<file path="src/hw/rtl/crockb32_pkg.sv">
// Shared types and constants for the Crockford base32 code decoder.
package crockb32_pkg;

    localparam int CHAR_W     = 8;
    localparam int SYM_W      = 5;
    localparam int ACC_W      = 12;
    localparam int PEND_W     = 4;
    localparam int BYTE_W     = 8;
    localparam int IDX_W      = 4;
    localparam int S_TDATA_W  = 8;
    localparam int M_TDATA_W  = 16;

    localparam logic [PEND_W-1:0] BITS_PER_SYM  = PEND_W'(SYM_W);
    localparam logic [PEND_W-1:0] BITS_PER_BYTE = PEND_W'(BYTE_W);

    typedef enum logic [1:0] {
        CLS_SYM = 2'd0,
        CLS_SEP = 2'd1,
        CLS_BAD = 2'd2
    } char_class_t;

    typedef struct packed {
        char_class_t        cls;
        logic [SYM_W-1:0]   value;
    } sym_info_t;

    typedef enum logic {
        KIND_BYTE    = 1'b0,
        KIND_VERDICT = 1'b1
    } result_kind_t;

endpackage

</file>
<file path="src/hw/rtl/crockb32_sym_dec.sv">
// Character classifier and symbol lookup for the Crockford base32 alphabet.
module crockb32_sym_dec (
    input  logic [crockb32_pkg::CHAR_W-1:0] char_code,
    output crockb32_pkg::sym_info_t         sym_info
);

    logic [crockb32_pkg::CHAR_W-1:0] upper;

    always_comb begin
        if (char_code >= "a" && char_code <= "z") begin
            upper = char_code - 8'd32;
        end else begin
            upper = char_code;
        end
    end

    always_comb begin
        sym_info.cls   = crockb32_pkg::CLS_SYM;
        sym_info.value = '0;
        unique case (upper) inside
            ["0":"9"]: sym_info.value = crockb32_pkg::SYM_W'(upper - "0");
            ["A":"H"]: sym_info.value = crockb32_pkg::SYM_W'(upper - "A" + 8'd10);
            "I", "L":  sym_info.value = 5'd1;
            "O":       sym_info.value = 5'd0;
            "J":       sym_info.value = 5'd18;
            "K":       sym_info.value = 5'd19;
            "M":       sym_info.value = 5'd20;
            "N":       sym_info.value = 5'd21;
            "P":       sym_info.value = 5'd22;
            "Q":       sym_info.value = 5'd23;
            "R":       sym_info.value = 5'd24;
            "S":       sym_info.value = 5'd25;
            "T":       sym_info.value = 5'd26;
            "V":       sym_info.value = 5'd27;
            "W":       sym_info.value = 5'd28;
            "X":       sym_info.value = 5'd29;
            "Y":       sym_info.value = 5'd30;
            "Z":       sym_info.value = 5'd31;
            "-", " ", "_": sym_info.cls = crockb32_pkg::CLS_SEP;
            default:   sym_info.cls = crockb32_pkg::CLS_BAD;
        endcase
    end

endmodule

</file>
<file path="src/hw/rtl/crockford_base32_code_decoder_core.sv">
// Top level of the Crockford base32 pairing-code decoder.
// The input channel carries one request per character: s_tdata holds the ASCII
// code and s_tuser marks the end of a code, which carries no character.
// Separators are dropped, and any other character outside the alphabet marks
// the code as failed and silences the rest of it.
// Each completed byte, up to SECRET_BYTES per code, comes out on the result channel
// with m_tuser low, its value in m_tdata[7:0] and its position in m_tdata[11:8].
// The end marker always yields one verdict with m_tuser high and the pass flag
// in m_tdata[12], and then the decoder starts over on a fresh code.
// One character is taken every cycle while s_tready is high; a result appears in the
// cycle after its request, held in the single output register.
// When the receiver stalls while the output register holds a result,
// s_tready stays low, so no character is taken until the register drains.
// Reset clears all decoding state and empties the output register.
module crockford_base32_code_decoder_core #(
    parameter int SECRET_BYTES     = 15,
    parameter int EXPECTED_SYMBOLS = 24
) (
    input  logic                                 aclk,
    input  logic                                 aresetn,

    input  logic                                 s_tvalid,
    output logic                                 s_tready,
    input  logic [crockb32_pkg::S_TDATA_W-1:0]   s_tdata,  // [7:0] char_code
    input  logic                                 s_tuser,  // [0] end_of_code

    output logic                                 m_tvalid,
    input  logic                                 m_tready,
    output logic [crockb32_pkg::M_TDATA_W-1:0]   m_tdata,  // [7:0] data_byte,
                                                           // [11:8] byte_index,
                                                           // [12] code_valid
    output logic                                 m_tuser   // [0] result_kind
);

    localparam int SCNT_W = $clog2(EXPECTED_SYMBOLS + 2);
    localparam int BCNT_W = $clog2(SECRET_BYTES + 1);
    localparam logic [SCNT_W-1:0] SYM_SAT    = SCNT_W'(EXPECTED_SYMBOLS + 1);
    localparam logic [SCNT_W-1:0] SYM_TARGET = SCNT_W'(EXPECTED_SYMBOLS);
    localparam logic [BCNT_W-1:0] BYTE_LIMIT = BCNT_W'(SECRET_BYTES);

    logic [crockb32_pkg::ACC_W-1:0]  acc_reg, acc_next;
    logic [crockb32_pkg::PEND_W-1:0] pend_reg, pend_next;
    logic [SCNT_W-1:0]               scnt_reg, scnt_next;
    logic [BCNT_W-1:0]               bcnt_reg, bcnt_next;
    logic                            bad_reg, bad_next;

    logic                            out_valid_reg, out_valid_next;
    crockb32_pkg::result_kind_t      out_kind_reg, out_kind_next;
    logic [crockb32_pkg::BYTE_W-1:0] out_byte_reg, out_byte_next;
    logic [crockb32_pkg::IDX_W-1:0]  out_idx_reg, out_idx_next;
    logic                            out_ok_reg, out_ok_next;

    crockb32_pkg::sym_info_t         sym_info;
    logic                            accept;
    logic                            has_result;
    logic [crockb32_pkg::ACC_W-1:0]  acc_shift;
    logic [crockb32_pkg::PEND_W-1:0] pend_sum;
    logic [crockb32_pkg::PEND_W-1:0] pend_left;

    crockb32_sym_dec u_sym_dec (
        .char_code (s_tdata[crockb32_pkg::CHAR_W-1:0]),
        .sym_info  (sym_info)
    );

    assign s_tready = !out_valid_reg || m_tready;
    assign accept   = s_tvalid && s_tready;

    assign acc_shift = {acc_reg[crockb32_pkg::ACC_W-crockb32_pkg::SYM_W-1:0], sym_info.value};
    assign pend_sum  = pend_reg + crockb32_pkg::BITS_PER_SYM;
    assign pend_left = pend_sum - crockb32_pkg::BITS_PER_BYTE;

    always_comb begin
        acc_next      = acc_reg;
        pend_next     = pend_reg;
        scnt_next     = scnt_reg;
        bcnt_next     = bcnt_reg;
        bad_next      = bad_reg;
        has_result    = 1'b0;
        out_kind_next = crockb32_pkg::KIND_BYTE;
        out_byte_next = '0;
        out_idx_next  = '0;
        out_ok_next   = 1'b0;

        if (s_tuser) begin
            has_result    = 1'b1;
            out_kind_next = crockb32_pkg::KIND_VERDICT;
            out_ok_next   = !bad_reg && (scnt_reg == SYM_TARGET) && (bcnt_reg == BYTE_LIMIT);
            acc_next      = '0;
            pend_next     = '0;
            scnt_next     = '0;
            bcnt_next     = '0;
            bad_next      = 1'b0;
        end else if (!bad_reg) begin
            case (sym_info.cls)
                crockb32_pkg::CLS_SYM: begin
                    acc_next = acc_shift;
                    if (scnt_reg < SYM_SAT) begin
                        scnt_next = scnt_reg + 1'b1;
                    end
                    if (pend_sum >= crockb32_pkg::BITS_PER_BYTE) begin
                        pend_next = pend_left;
                        if (bcnt_reg < BYTE_LIMIT) begin
                            has_result    = 1'b1;
                            out_byte_next = crockb32_pkg::BYTE_W'(acc_shift >> pend_left);
                            out_idx_next  = crockb32_pkg::IDX_W'(bcnt_reg);
                            bcnt_next     = bcnt_reg + 1'b1;
                        end
                    end else begin
                        pend_next = pend_sum;
                    end
                end
                crockb32_pkg::CLS_BAD: bad_next = 1'b1;
                default: ;
            endcase
        end
    end

    always_comb begin
        if (accept) begin
            out_valid_next = has_result;
        end else if (m_tready) begin
            out_valid_next = 1'b0;
        end else begin
            out_valid_next = out_valid_reg;
        end
    end

    always_ff @(posedge aclk) begin
        if (!aresetn) begin
            acc_reg       <= '0;
            pend_reg      <= '0;
            scnt_reg      <= '0;
            bcnt_reg      <= '0;
            bad_reg       <= 1'b0;
            out_valid_reg <= 1'b0;
        end else begin
            out_valid_reg <= out_valid_next;
            if (accept) begin
                acc_reg  <= acc_next;
                pend_reg <= pend_next;
                scnt_reg <= scnt_next;
                bcnt_reg <= bcnt_next;
                bad_reg  <= bad_next;
            end
        end
    end

    always_ff @(posedge aclk) begin
        if (accept && has_result) begin
            out_kind_reg <= out_kind_next;
            out_byte_reg <= out_byte_next;
            out_idx_reg  <= out_idx_next;
            out_ok_reg   <= out_ok_next;
        end
    end

    assign m_tvalid = out_valid_reg;
    assign m_tuser  = out_kind_reg;
    assign m_tdata  = {3'b000, out_ok_reg, out_idx_reg, out_byte_reg};

    // Fewer than eight bits are ever left waiting between characters.
    assert property (@(posedge aclk) disable iff (!aresetn)
        pend_reg < crockb32_pkg::BITS_PER_BYTE)
        else $error("pending bit count reached a full byte");

    // The symbol and byte counts never pass their limits.
    assert property (@(posedge aclk) disable iff (!aresetn)
        (scnt_reg <= SYM_SAT) && (bcnt_reg <= BYTE_LIMIT))
        else $error("symbol or byte count beyond its limit");

    // An end marker leaves the decoder cleared for the next code.
    assert property (@(posedge aclk) disable iff (!aresetn)
        (accept && s_tuser) |=> (scnt_reg == '0) && (bcnt_reg == '0) && !bad_reg
                                && (pend_reg == '0))
        else $error("state not cleared after end of code");

    // An end marker always leaves its verdict in the output register.
    assert property (@(posedge aclk) disable iff (!aresetn)
        (accept && s_tuser) |=> m_tvalid && (m_tuser == crockb32_pkg::KIND_VERDICT))
        else $error("verdict missing after end of code");

endmodule
</file>
<file path="config.mk">
export PLATFORM = sky130hd
export DESIGN_NAME = crockford_base32_code_decoder_core
export DESIGN_NICKNAME = d
export VERILOG_FILES = /design/src/hw/rtl/crockb32_pkg.sv /design/src/hw/rtl/crockb32_sym_dec.sv /design/src/hw/rtl/crockford_base32_code_decoder_core.sv
export SDC_FILE = /design/constraint.sdc
export NUM_CORES = 1
export LEC_CHECK = 0
export BUFFER_PORTS_ARGS = -buffer_cell sky130_fd_sc_hd__buf_2
export CORE_UTILIZATION = 45
export CTS_CLUSTER_SIZE = 10
export DETAILED_ROUTE_END_ITERATION = 10
export GPL_ROUTABILITY_DRIVEN = 0
export PLACE_DENSITY = 0.6
export SETUP_SLACK_MARGIN = 0.05
export SLEW_MARGIN = 15
export SYNTH_ARGS = -nofsm -noshare
export SYNTH_HDL_FRONTEND = slang
export SYNTH_SLANG_ARGS = --single-unit
</file>
<file path="constraint.sdc">
create_clock -name aclk -period 5.1 [get_ports aclk]
set_clock_uncertainty 0.05 [all_clocks]
set_input_delay 0.255 -clock aclk [delete_from_list [all_inputs] [get_ports aclk]]
set_output_delay 0.255 -clock aclk [all_outputs]
set_load 0.01 [all_outputs]
</file>
**Yosys cells after proc, flatten, opt, wreduce, memory -nomap -nowiden**

Cells that the tools add are included.

- Register bits after elaboration: 36
- Input port bits: 13
- Word-level logic and storage cells: 108

- Add/sub/neg operators: 8
- $lt $le $gt $ge: 9
- Equality and inequality tests: 24
- Shifts and indexed selects: 1
- Multiplexer cells: 30
- Bitwise gates (word level): 3
- Reductions and logical operators: 23

Operators with widths:

| cell | number |
|---|---|
| $eq A8 B7 Y1 const B | 18 |
| $pmux W5 S17 | 1 |
| $mux W4 | 9 |
| $mux W7 | 3 |
| $mux W5 | 4 |
| $reduce_or A19 Y1 | 1 |
| $eq A8 B6 Y1 const B | 2 |
| $ge A8 B7 Y1 const B | 2 |
| $le A8 B7 Y1 const B | 2 |
| $shr A12 B4 Y8 | 1 |
| $mux W1 | 11 |
| $reduce_bool A2 Y1 | 5 |
| $ge A8 B6 Y1 const B | 1 |
| $le A8 B6 Y1 const B | 1 |
| $mux W8 | 1 |
| $sub A8 B6 Y8 const B | 1 |
| $logic_and A1 B1 Y1 | 7 |
| $add A5 B1 Y5 const B | 1 |
| $add A5 B4 Y5 const B | 1 |
| $eq A5 B5 Y1 const B | 1 |
| $lt A5 B5 Y1 const B | 1 |
| $reduce_and A5 Y1 | 1 |
| $reduce_or A5 Y1 | 1 |
| $sub A5 B1 Y5 const B | 1 |
| 18 further kinds | 21 |

**Longest topological paths before layout**

Gate-level depths: netlist of run 1.

- Depth in word-level cells: 12
- Gate-level depth with buffers: 11

**Cells and area by module**

Synthesis of run 1 repeated with hierarchy kept, for this count alone.

- Cells, all modules: 295
- Area total of the unflattened synthesis: 2,613.8 um^2

Modules (own cells, without submodules):

| module | times used | cells an instance | area an instance (um^2) | sequential area each (um^2) |
|---|---|---|---|---|
| crockford_base32_code_decoder_core | 1 | 189 | 1,928.1 | 860.8 |
| crockb32_sym_dec | 1 | 106 | 685.7 | 0.0 |

**Least setup slack after synthesis of run 1**

Ideal clock, no wire load.

- Path type: input to register
- Start point: in s_tdata[6] (netlist name)
- End point: reg out_kind_reg (netlist: m_tuser), enable pin
- Setup time: 0.384 ns
- Arrival: 2.369 ns
- Slack: 2.296 ns
- Stages on the path: 9
- Path buffers: 0
- Cell sequence: inv_1 ha_1 or4b_4 a21oi_2 o21ai_2 a22o_4 nand2_1 a31oi_1 nor2_1

- Word-level cells in the longest chain between the ends: 12
- Elaborated cells between the ends (all ways): 39
- Classes of those cells: 1 x add/sub; 6 x order compare; 20 x eq/ne; 5 x mux; 7 x reduce/logical

Ends and longest elaborated chain:

| element | line | source |
|---|---|---|
| start, declared | crockford_base32_code_decoder_core.sv:24 | `input logic [crockb32_pkg::S_TDATA_W-1:0] s_tdata,` |
| $ge A8 B7 Y1 or $le A8 B7 Y1 (tied branches) | crockb32_sym_dec.sv:10 | `if (char_code >= "a" && char_code <= "z") begin` |
| $logic_and A1 B1 Y1 | crockb32_sym_dec.sv:10 |  |
| $mux W8 (*) | crockb32_sym_dec.sv:10 |  |
| $ge A8 B7 Y1 (no line) (tied with other cells) | n/a |  |
| $logic_and A1 B1 Y1 (no line) | n/a |  |
| $reduce_or A19 Y1 (no line) | n/a |  |
| $pmux W2 S2 (*) | crockb32_sym_dec.sv:20 | `unique case (upper) inside` |
| $logic_not A2 Y1 (*) | crockford_base32_code_decoder_core.sv:94 | `case (sym_info.cls)` |
| $mux W1 (*) | crockford_base32_code_decoder_core.sv:94 |  |
| $mux W1 (*) | crockford_base32_code_decoder_core.sv:93 | `end else if (!bad_reg) begin` |
| $mux W1 (*) | crockford_base32_code_decoder_core.sv:84 | `if (s_tuser) begin` |
| $logic_and A1 B1 Y1 (*) | crockford_base32_code_decoder_core.sv:149 | `if (accept && has_result) begin` |
| end signal, assigned | crockford_base32_code_decoder_core.sv:150 | `out_kind_reg <= out_kind_next;` |
| end, declared | crockford_base32_code_decoder_core.sv:48 | `crockb32_pkg::result_kind_t out_kind_reg, out_kind_next;` |

Mark *: on every way between the ends. The rest lies on a longest branch, timed or not.
A chain may end at the register's enable or synchronous reset.

**Worst setup path in the final report of run 1**

- Start point: reg pend_reg[0] (netlist name)
- End point: reg out_byte_reg[1] (netlist name), data pin

- Word-level cells in the longest chain between the ends: 4
- Elaborated cells between the ends (all ways): 6
- Classes of those cells: 2 x add/sub; 1 x order compare; 1 x shift; 1 x bitwise; 1 x reduce/logical

Ends and longest elaborated chain:

| element | line | source |
|---|---|---|
| start, declared | crockford_base32_code_decoder_core.sv:42 | `logic [crockb32_pkg::PEND_W-1:0] pend_reg, pend_next;` |
| start signal, assigned | crockford_base32_code_decoder_core.sv:140 | `pend_reg <= pend_next;` |
| $add A4 B3 Y4 (*) | crockford_base32_code_decoder_core.sv:69 | `assign pend_sum = pend_reg + crockb32_pkg::BITS_PER_SYM;` |
| parallel branches: the longest is 3 deep, another holds $sub A4 B4 Y4 | n/a |  |
| end signal, assigned | crockford_base32_code_decoder_core.sv:151 | `out_byte_reg <= out_byte_next;` |
| end, declared | crockford_base32_code_decoder_core.sv:49 | `logic [crockb32_pkg::BYTE_W-1:0] out_byte_reg, out_byte_next;` |

Every way passes the cells marked *.

==> metrics, run 1 <==
Via-to-Cell Ratio 5.89; CTS buffer count 5; Layout Area Growth over Synthesis 7.96%; Die ar. 6460 um2; Avg WL per Cell 15.4 um; CP startpoint kind flip-flop; crit path cell chain a21oi_1 > xnor2_1 > nand2_1 > nor4_1 > o21ai_2 > or3_1 > o22ai_2; cell depth of the worst hold path 3; CP Capture Type flip-flop; htree depth 2; clock root buffer clkbuf_8; power per cell area 226 nW/um2; Netlist cell types ~80; grt total ovfl 0; CTS tree yes; slack of the critical path 2.23 ns; total core area 5920 um2; synthesized flop and latch total 36; Clock power frac 0.376; ANT cells 0; kind of cell adding the most delay to the critical path flip-flops; worst-margin pin slew 0.965 ns; worst r2r path cells 7; gr usage total 0.208; top cells by area, synth dfxtp_1, edfxtp_1, nand2_1, ha_1, mux2i_1; CTS sink cnt 36; sequential-to-total area share from yosys stat 0.311; Placed Instance Area 2880 um2; fin. max-slew vios 0; # Post-CTS Setup Buffers 0; global-route wire length before repair 10.5 mm; RSZ-0062 raised after global routing false; Final Hold Vio Count 0; Hold Crit Endpoint m_tvalid$_SDFFE_PN0P_; width of the chip 80.4 um; switching part of the total 0.279; Max-Cap Viols 0; worst reg2reg startpoint pend_reg[0]$_SDFFE_PN0P_; Max Clk Rate 349 MHz; largest net degree at the start of global routing 25; post-synthesis adder-cell area fraction 0.0498; Initial Util 0.467; Final Non-Filler Cells 419; Leakage 1.10 nW; ANT nets after route 0; Synth Area in XOR/XNOR 0.0158; CP peak stage delay 0.86 ns; Boundary Pins 32; critical path fanouts, max 24; most numerous cell in the Yosys netlist nand2_1; yosys synthesis warning count 0; clock-pin transition on the worst setup and hold timing paths 0.08 ns; cell taking the most area after synthesis dfxtp_1; Final Cell Area about 3000 um2; WP data required 5.19 ns; Crit Path Class flip-flop to flip-flop; slew margin rel. 0.354; ys flop type dfxtp_1; Synth top cells by count nand2_1, nor2_1, dfxtp_1; Routed Wire Length about 6.5 mm; post-place setup slack about 2.2 ns; first-pass iteration count of the detailed router 5; Synth Cell Area between 2000 and 3000 um2; switching power approximately 0.19 mW; cells after synthesis approximately 330; chip height 80.4 um; maximum vdd ir drop 0.146 mV; initial antenna violation count 0; Yosys top cell area share 0.159; r2r endpoint out_byte_reg[1]$_SDFFCE_PP0P_; CP arrival 2.96 ns; outcome finished, final reports clean; Comb pwr share 0.167; share of cells above drive strength 1 0.192; Critical-path top delay cell dfxtp_1; number of synthesized flops with an enable pin 14; Buffers on Ports 28; mux share of post-synthesis cell area 0.0597; Synth async-reset ratio 0; Synth Area in Compound Gates 0.258; PostCTS Resize Cnt 0; row count 28; # DRC 0; Internal 0.488 mW; fin crit period 2.87 ns; Clock Latency Late Sink 0.29 ns; min-delay src s_tvalid; Final nets 367; fin crit share 0.562; Setup TNS Final 0 ns; Largest register FFs 8; Post-Synth Simple-Gate Area 0.225; DR iter-0 viols between 150 and 200; hold bufs inserted after CTS 0; number of global-route vias before repair about 2200; Inst Count DP 411; via count 2469; Flop pwr share 0.457; # setup viols final 0; R2R Setup Slk 2.23 ns; detailed placement HPWL between 4 and 5 mm; HP Class input pin to flip-flop; Buf/Inv on CP 0; largest family of logic cells by synthesized area compound AO/OA/AOI/OAI gates; Syn Area/Cell 8.49 um2; CTS max path bufs 2
placed cells by master (no fill, tap or decap), drive strengths merged, types with 3 or more instances in the layout:
| master | count |
|---|---|
| a31oi | 8 |
| clkbuf | 5 |
| mux2 | 4 |
| inv | 20 |
| nand2b | 7 |
| buf | 29 |
| o22ai | 8 |
| nor3b | 3 |
| a21oi | 20 |
| edfxtp | 14 |
| xnor2 | 4 |
| a21o | 3 |
| ha | 11 |
| mux2i | 12 |
| dfxtp | 22 |
| conb | 3 |
| nand4 | 3 |
| nor4 | 5 |
| a211oi | 4 |
| o21ai | 15 |
| nor2 | 27 |
| nand3 | 13 |
| nand2 | 37 |
| nor3 | 7 |
| o2111ai | 4 |
| o211ai | 5 |
layer usage:
layer  track usage  share of wire
met4        0.0518          0.013
met2         0.339           0.47
met5             0              0
met1         0.281           0.47
met3        0.0352          0.055
kinds of logic after synthesis:
logic type,after synthesis
compound gates,96
xor+xnor,5
fa+ha+maj,11
buf+inv,42
flops,36
mux,16
other cells,1
simple gates,119
how the worst max path moves through the flow:
| stage | from | endpoint | slack (ns) | depth (start not counted) |
|---|---|---|---|---|
| after floorplan | s_tdata[6] | m_tuser$_DFFE_PP_ | 2.30 | 9 |
| after detailed placement | s_tdata[5] | scnt_reg[0]$_SDFFE_PN0P_ | 2.16 | 10 |
| after global placement | pend_reg[0]$_SDFFE_PN0P_ | out_byte_reg[1]$_SDFFCE_PP0P_ | 2.17 | 7 |
| final | pend_reg[0]$_SDFFE_PN0P_ | out_byte_reg[1]$_SDFFCE_PP0P_ | 2.23 | 7 |
| after global routing | pend_reg[0]$_SDFFE_PN0P_ | out_byte_reg[1]$_SDFFCE_PP0P_ | 2.07 | 7 |
| after CTS | pend_reg[0]$_SDFFE_PN0P_ | out_byte_reg[1]$_SDFFCE_PP0P_ | 2.22 | 7 |
worst reg2reg max path, delay by kind of cell, from the launching register on:
kind / cells / cell delay, ns
flops: 1 / 0.86
simple gates: 3 / 0.85
compound gates: 3 / 0.54
xor+xnor: 1 / 0.43
layout make-up:
class                           instances  area (um2)
Fill cell                             585        2930
Multi-Input combinational cell        250        1690
Sequential cell                        36         861
Timing Repair Buffer                   29         148
Tap cell                               75        93.8
Inverter                               21        78.8
Clock buffer                            5        68.8
Clock inverter                          3        42.5
power by group through the flow:
stage / registers, mW / logic [mW] / clock network, mW
after floorplan: 0.316 / 0.0854 / 0
after global placement: 0.316 / 0.112 / 0
after detailed placement: 0.316 / 0.111 / 0
after CTS: 0.309 / 0.112 / 0.256
after global routing: 0.310 / 0.124 / 0.270
final: 0.309 / 0.113 / 0.254
per-stage QoR:
stage                     utilization  power, mW  hold WS, ns
final                           0.504      0.676        0.200
after global routing            0.504      0.705        0.232
after CTS                       0.504      0.677        0.204
after detailed placement        0.486      0.427        0.421
after global placement          0.486      0.428        0.424
after floorplan                     -      0.402        0.304
No activity file was read; power rests on OpenSTA's default activity.
==> run 2: changes to the inputs <==
- ABC_AREA: not set -> 1
- PLACE_DENSITY: 0.6 -> 0.62
- clock period: 5.1 -> 2.3 ns (I/O delays scaled with it)
==> run 2 against run 1 <==
Against the previous run: sequential cell count is the same; die area grew 4.4%; first-iteration DRC count shrank 26%; register-to-register slack lost 1.9 ns; via count grew 12%; utilization grew 8.1 points; hold slack lost 0.17 ns.
==> metrics, run 2 <==
outcome finished, final reports clean; Leakage 1.57 nW (+42%); total core area 6060 um2 (+2.4%); # Post-CTS Setup Buffers 0 (unchanged); Netlist cell types 47 (-40%); row count 28 (unchanged); power per cell area 452 nW/um2 (+100%); fin crit period ~2.1 ns; register area 861 um2 (unchanged); global-route wire length before repair 10.8 mm (+3.4%); Synth async-reset ratio 0 (unchanged); Synth top cells by count nand2_1, nand3_1, inv_1; ANT nets after route 0 (unchanged); # DRC 0 (unchanged); cells after synthesis 387 (+19%); ANT cells 0 (unchanged); DR iter-0 viols 124 (-26%); clock root buffer clkbuf_8; width of the chip 82.1 um (+2.2%); yosys synthesis warning count 0 (unchanged); worst r2r path cells 7 (unchanged); CTS buffer count 5 (unchanged); Buf/Inv on CP 5 (+5); area occupied by multi-input gates 1800 um2 (+6.1%); slack of the critical path 0.234 ns (-2.00 ns); HP Class input pin to flip-flop; gr usage total 0.209 (+0.00176); Routed Wire Length 6.63 mm (+2.5%); cell taking the most area after synthesis dfxtp_1; Avg WL per Cell 12.4 um (-19%); Crit Path Class input pin to flip-flop; Max-Cap Viols 0 (unchanged); Die ar. 6750 um2 (+4.4%); CTS max path bufs 2 (unchanged); initial antenna violation count 0 (unchanged); Final Hold Vio Count 0 (unchanged); share of cells above drive strength 1 0.312 (+0.120); Fill cells 570 (-2.6%); Yosys top cell area share 0.152 (-0.00682); fin crit share 0.898; commonest non-fill, non-tap cell in the layout nand2_1; Initial Util 0.477 (+0.00963); kind of cell adding the most delay to the critical path simple AND/OR/NAND/NOR gates; Synth Cell Area 2890 um2 (+4.5%); Layout Area Growth over Synthesis 22.8%; clock-pin transition on the worst setup and hold timing paths 0.08 ns (about the same); worst-margin pin slew 0.846 ns (-0.118 ns); critical path depth 19 (+12); chip height 82.1 um (+2.2%); htree depth 2 (unchanged); Largest register FFs 8 (unchanged); detailed placement HPWL 5.28 mm (+11%); # setup viols final 0 (unchanged); Boundary Pins 32 (unchanged); RSZ-0062 raised after global routing false; Max Clk Rate a little under 500 MHz; crit path cell chain buf_2 > inv_1 > ha_2 > inv_1 > nor2_2 > nand3_2 > nand4_1 > nand2_2 > nor2_4 > buf_12 > nand3_2 > nand2_2 > a21oi_2 > nand3_4 > nand2_4 > inv_2 > nand2_1 > o21ai_0 > a21oi_2; CTS tree yes; grt total ovfl 0 (unchanged); first-pass iteration count of the detailed router 4 (-1); CTS sink cnt 36 (unchanged); cell depth of the worst hold path 3 (unchanged); CP Capture Type flip-flop; Syn Area/Cell 7.47 um2 (-12%); Buffers on Ports 28 (unchanged); synthesized flop and latch total 36 (unchanged); CP arrival 2.20 ns (-0.76 ns); Via-to-Cell Ratio 5.18 (-12%); maximum vdd ir drop 0.283 mV (+94%); CP startpoint kind input pin; fin. max-slew vios 0 (unchanged); Final Cell Area 3550 um2 (+19%); post-place setup slack -0.215 ns (-2.38 ns); sequential-to-total area share from yosys stat 0.298 (-0.0133); CP peak stage delay 0.27 ns (-0.59 ns); slew margin rel. 0.427 (+0.0730); largest net degree at the start of global routing 20 (-20%); via count 2759 (+12%); commonest non-fill, non-tap cells in the layout nand2_1, buf_4, nand3_1; number of global-route vias before repair 2514 (+12%); number of synthesized flops with an enable pin 14 (unchanged); Placed Instance Area 3390 um2 (+18%); top cells by area, synth dfxtp_1, edfxtp_1, nand3_1, nand2_1, inv_1; Final nets 481 (+31%); WP data required 2.43 ns (-2.76 ns); ys flop type dfxtp_1; Clock Latency Late Sink 0.29 ns (about the same); most numerous cell in the Yosys netlist nand2_1; critical path fanouts, max 8 (-67%); Critical-path top delay cell o21ai_0
## run 2: changes by cell type after synthesis, sizes merged, moves of 6 or more
| cell | change |
|---|---|
| o21ai | +14 |
| mux2i | -11 |
| nand2 | +32 |
| inv | +28 |
| a31oi | -6 |
| o22ai | -7 |
| nor2 | +16 |
| nand4 | +9 |
| nand3 | +41 |
| nand2b | -7 |
| a21oi | +17 |
## run 2: worst min-delay path, stage by stage
cell	delay (ns)
buf_2	0.12
nand2_1	0.06
nor2_1	0.04
## run 2: routing by layer
metal	global-route usage	vias to the layer above	wire length [um]
met5	0	-	0
met4	0.0860	0	158
met3	0.0275	13	197
met2	0.390	58	3360
met1	0.237	1254	2910
li1	-	1434	-
## run 2: repair_timing
| action | in CTS | in global routing |
|---|---|---|
| resized for setup | 0 | 18 |
| hold buffers | 0 | 0 |
| setup endpoints to repair | 0 | 37 |
## run 2: logic make-up after synthesis
group / count (synthesis) / share of synthesized area
fa+ha+maj: 11 / 0.0476
mux: 1 / 0.00346
other cells: 1 / 0.00130
simple gates: 188 / 0.355
buf+inv: 66 / 0.109
flops: 36 / 0.298
xor+xnor: 9 / 0.0273
compound gates: 75 / 0.158
## run 2: cell type report
class	instances	area share
well taps	75	0.0264
clock buffers	5	0.0194
inverters	51	0.0553
clock inverters	3	0.00529
flip-flops and latches	36	0.243
repair buffers	76	0.145
multi-input cells	287	0.507
## run 2: path summary, 6_finish.rpt
check | startpoint | end | slack, ns
min reg2reg | pend_reg[3]$_SDFFE_PN0P_ | pend_reg[3]$_SDFFE_PN0P_ | 0.43
max reg2reg | pend_reg[0]$_SDFFE_PN0P_ | out_byte_reg[2]$_SDFFCE_PP0P_ | 0.32
max | s_tdata[0] | acc_reg[5]$_SDFFE_PN0P_ | 0.23
min | aresetn | scnt_reg[0]$_SDFFE_PN0P_ | 0.03
## run 2: per-stage QoR
step | total power [mW] | std cells | hold WS (ns) | TNS [ns] | util
global placement | 1.14 | 525 | 0.338 | -0.941 | 0.559
detailed placement | 1.15 | 525 | 0.342 | -4.65 | 0.559
global route | 1.69 | 533 | 0.0424 | 0 | 0.586
finish | 1.61 | 533 | 0.0295 | 0 | 0.586
CTS | 1.60 | 533 | 0.0314 | 0 | 0.574
floorplan | 1.01 | 389 | 0.164 | 0 | -
## run 2: power breakdown
group          internal, mW  switching, mW
Sequential            0.687         0.0129
Clock                 0.211          0.242
Combinational         0.170          0.282
Total                  1.07          0.537
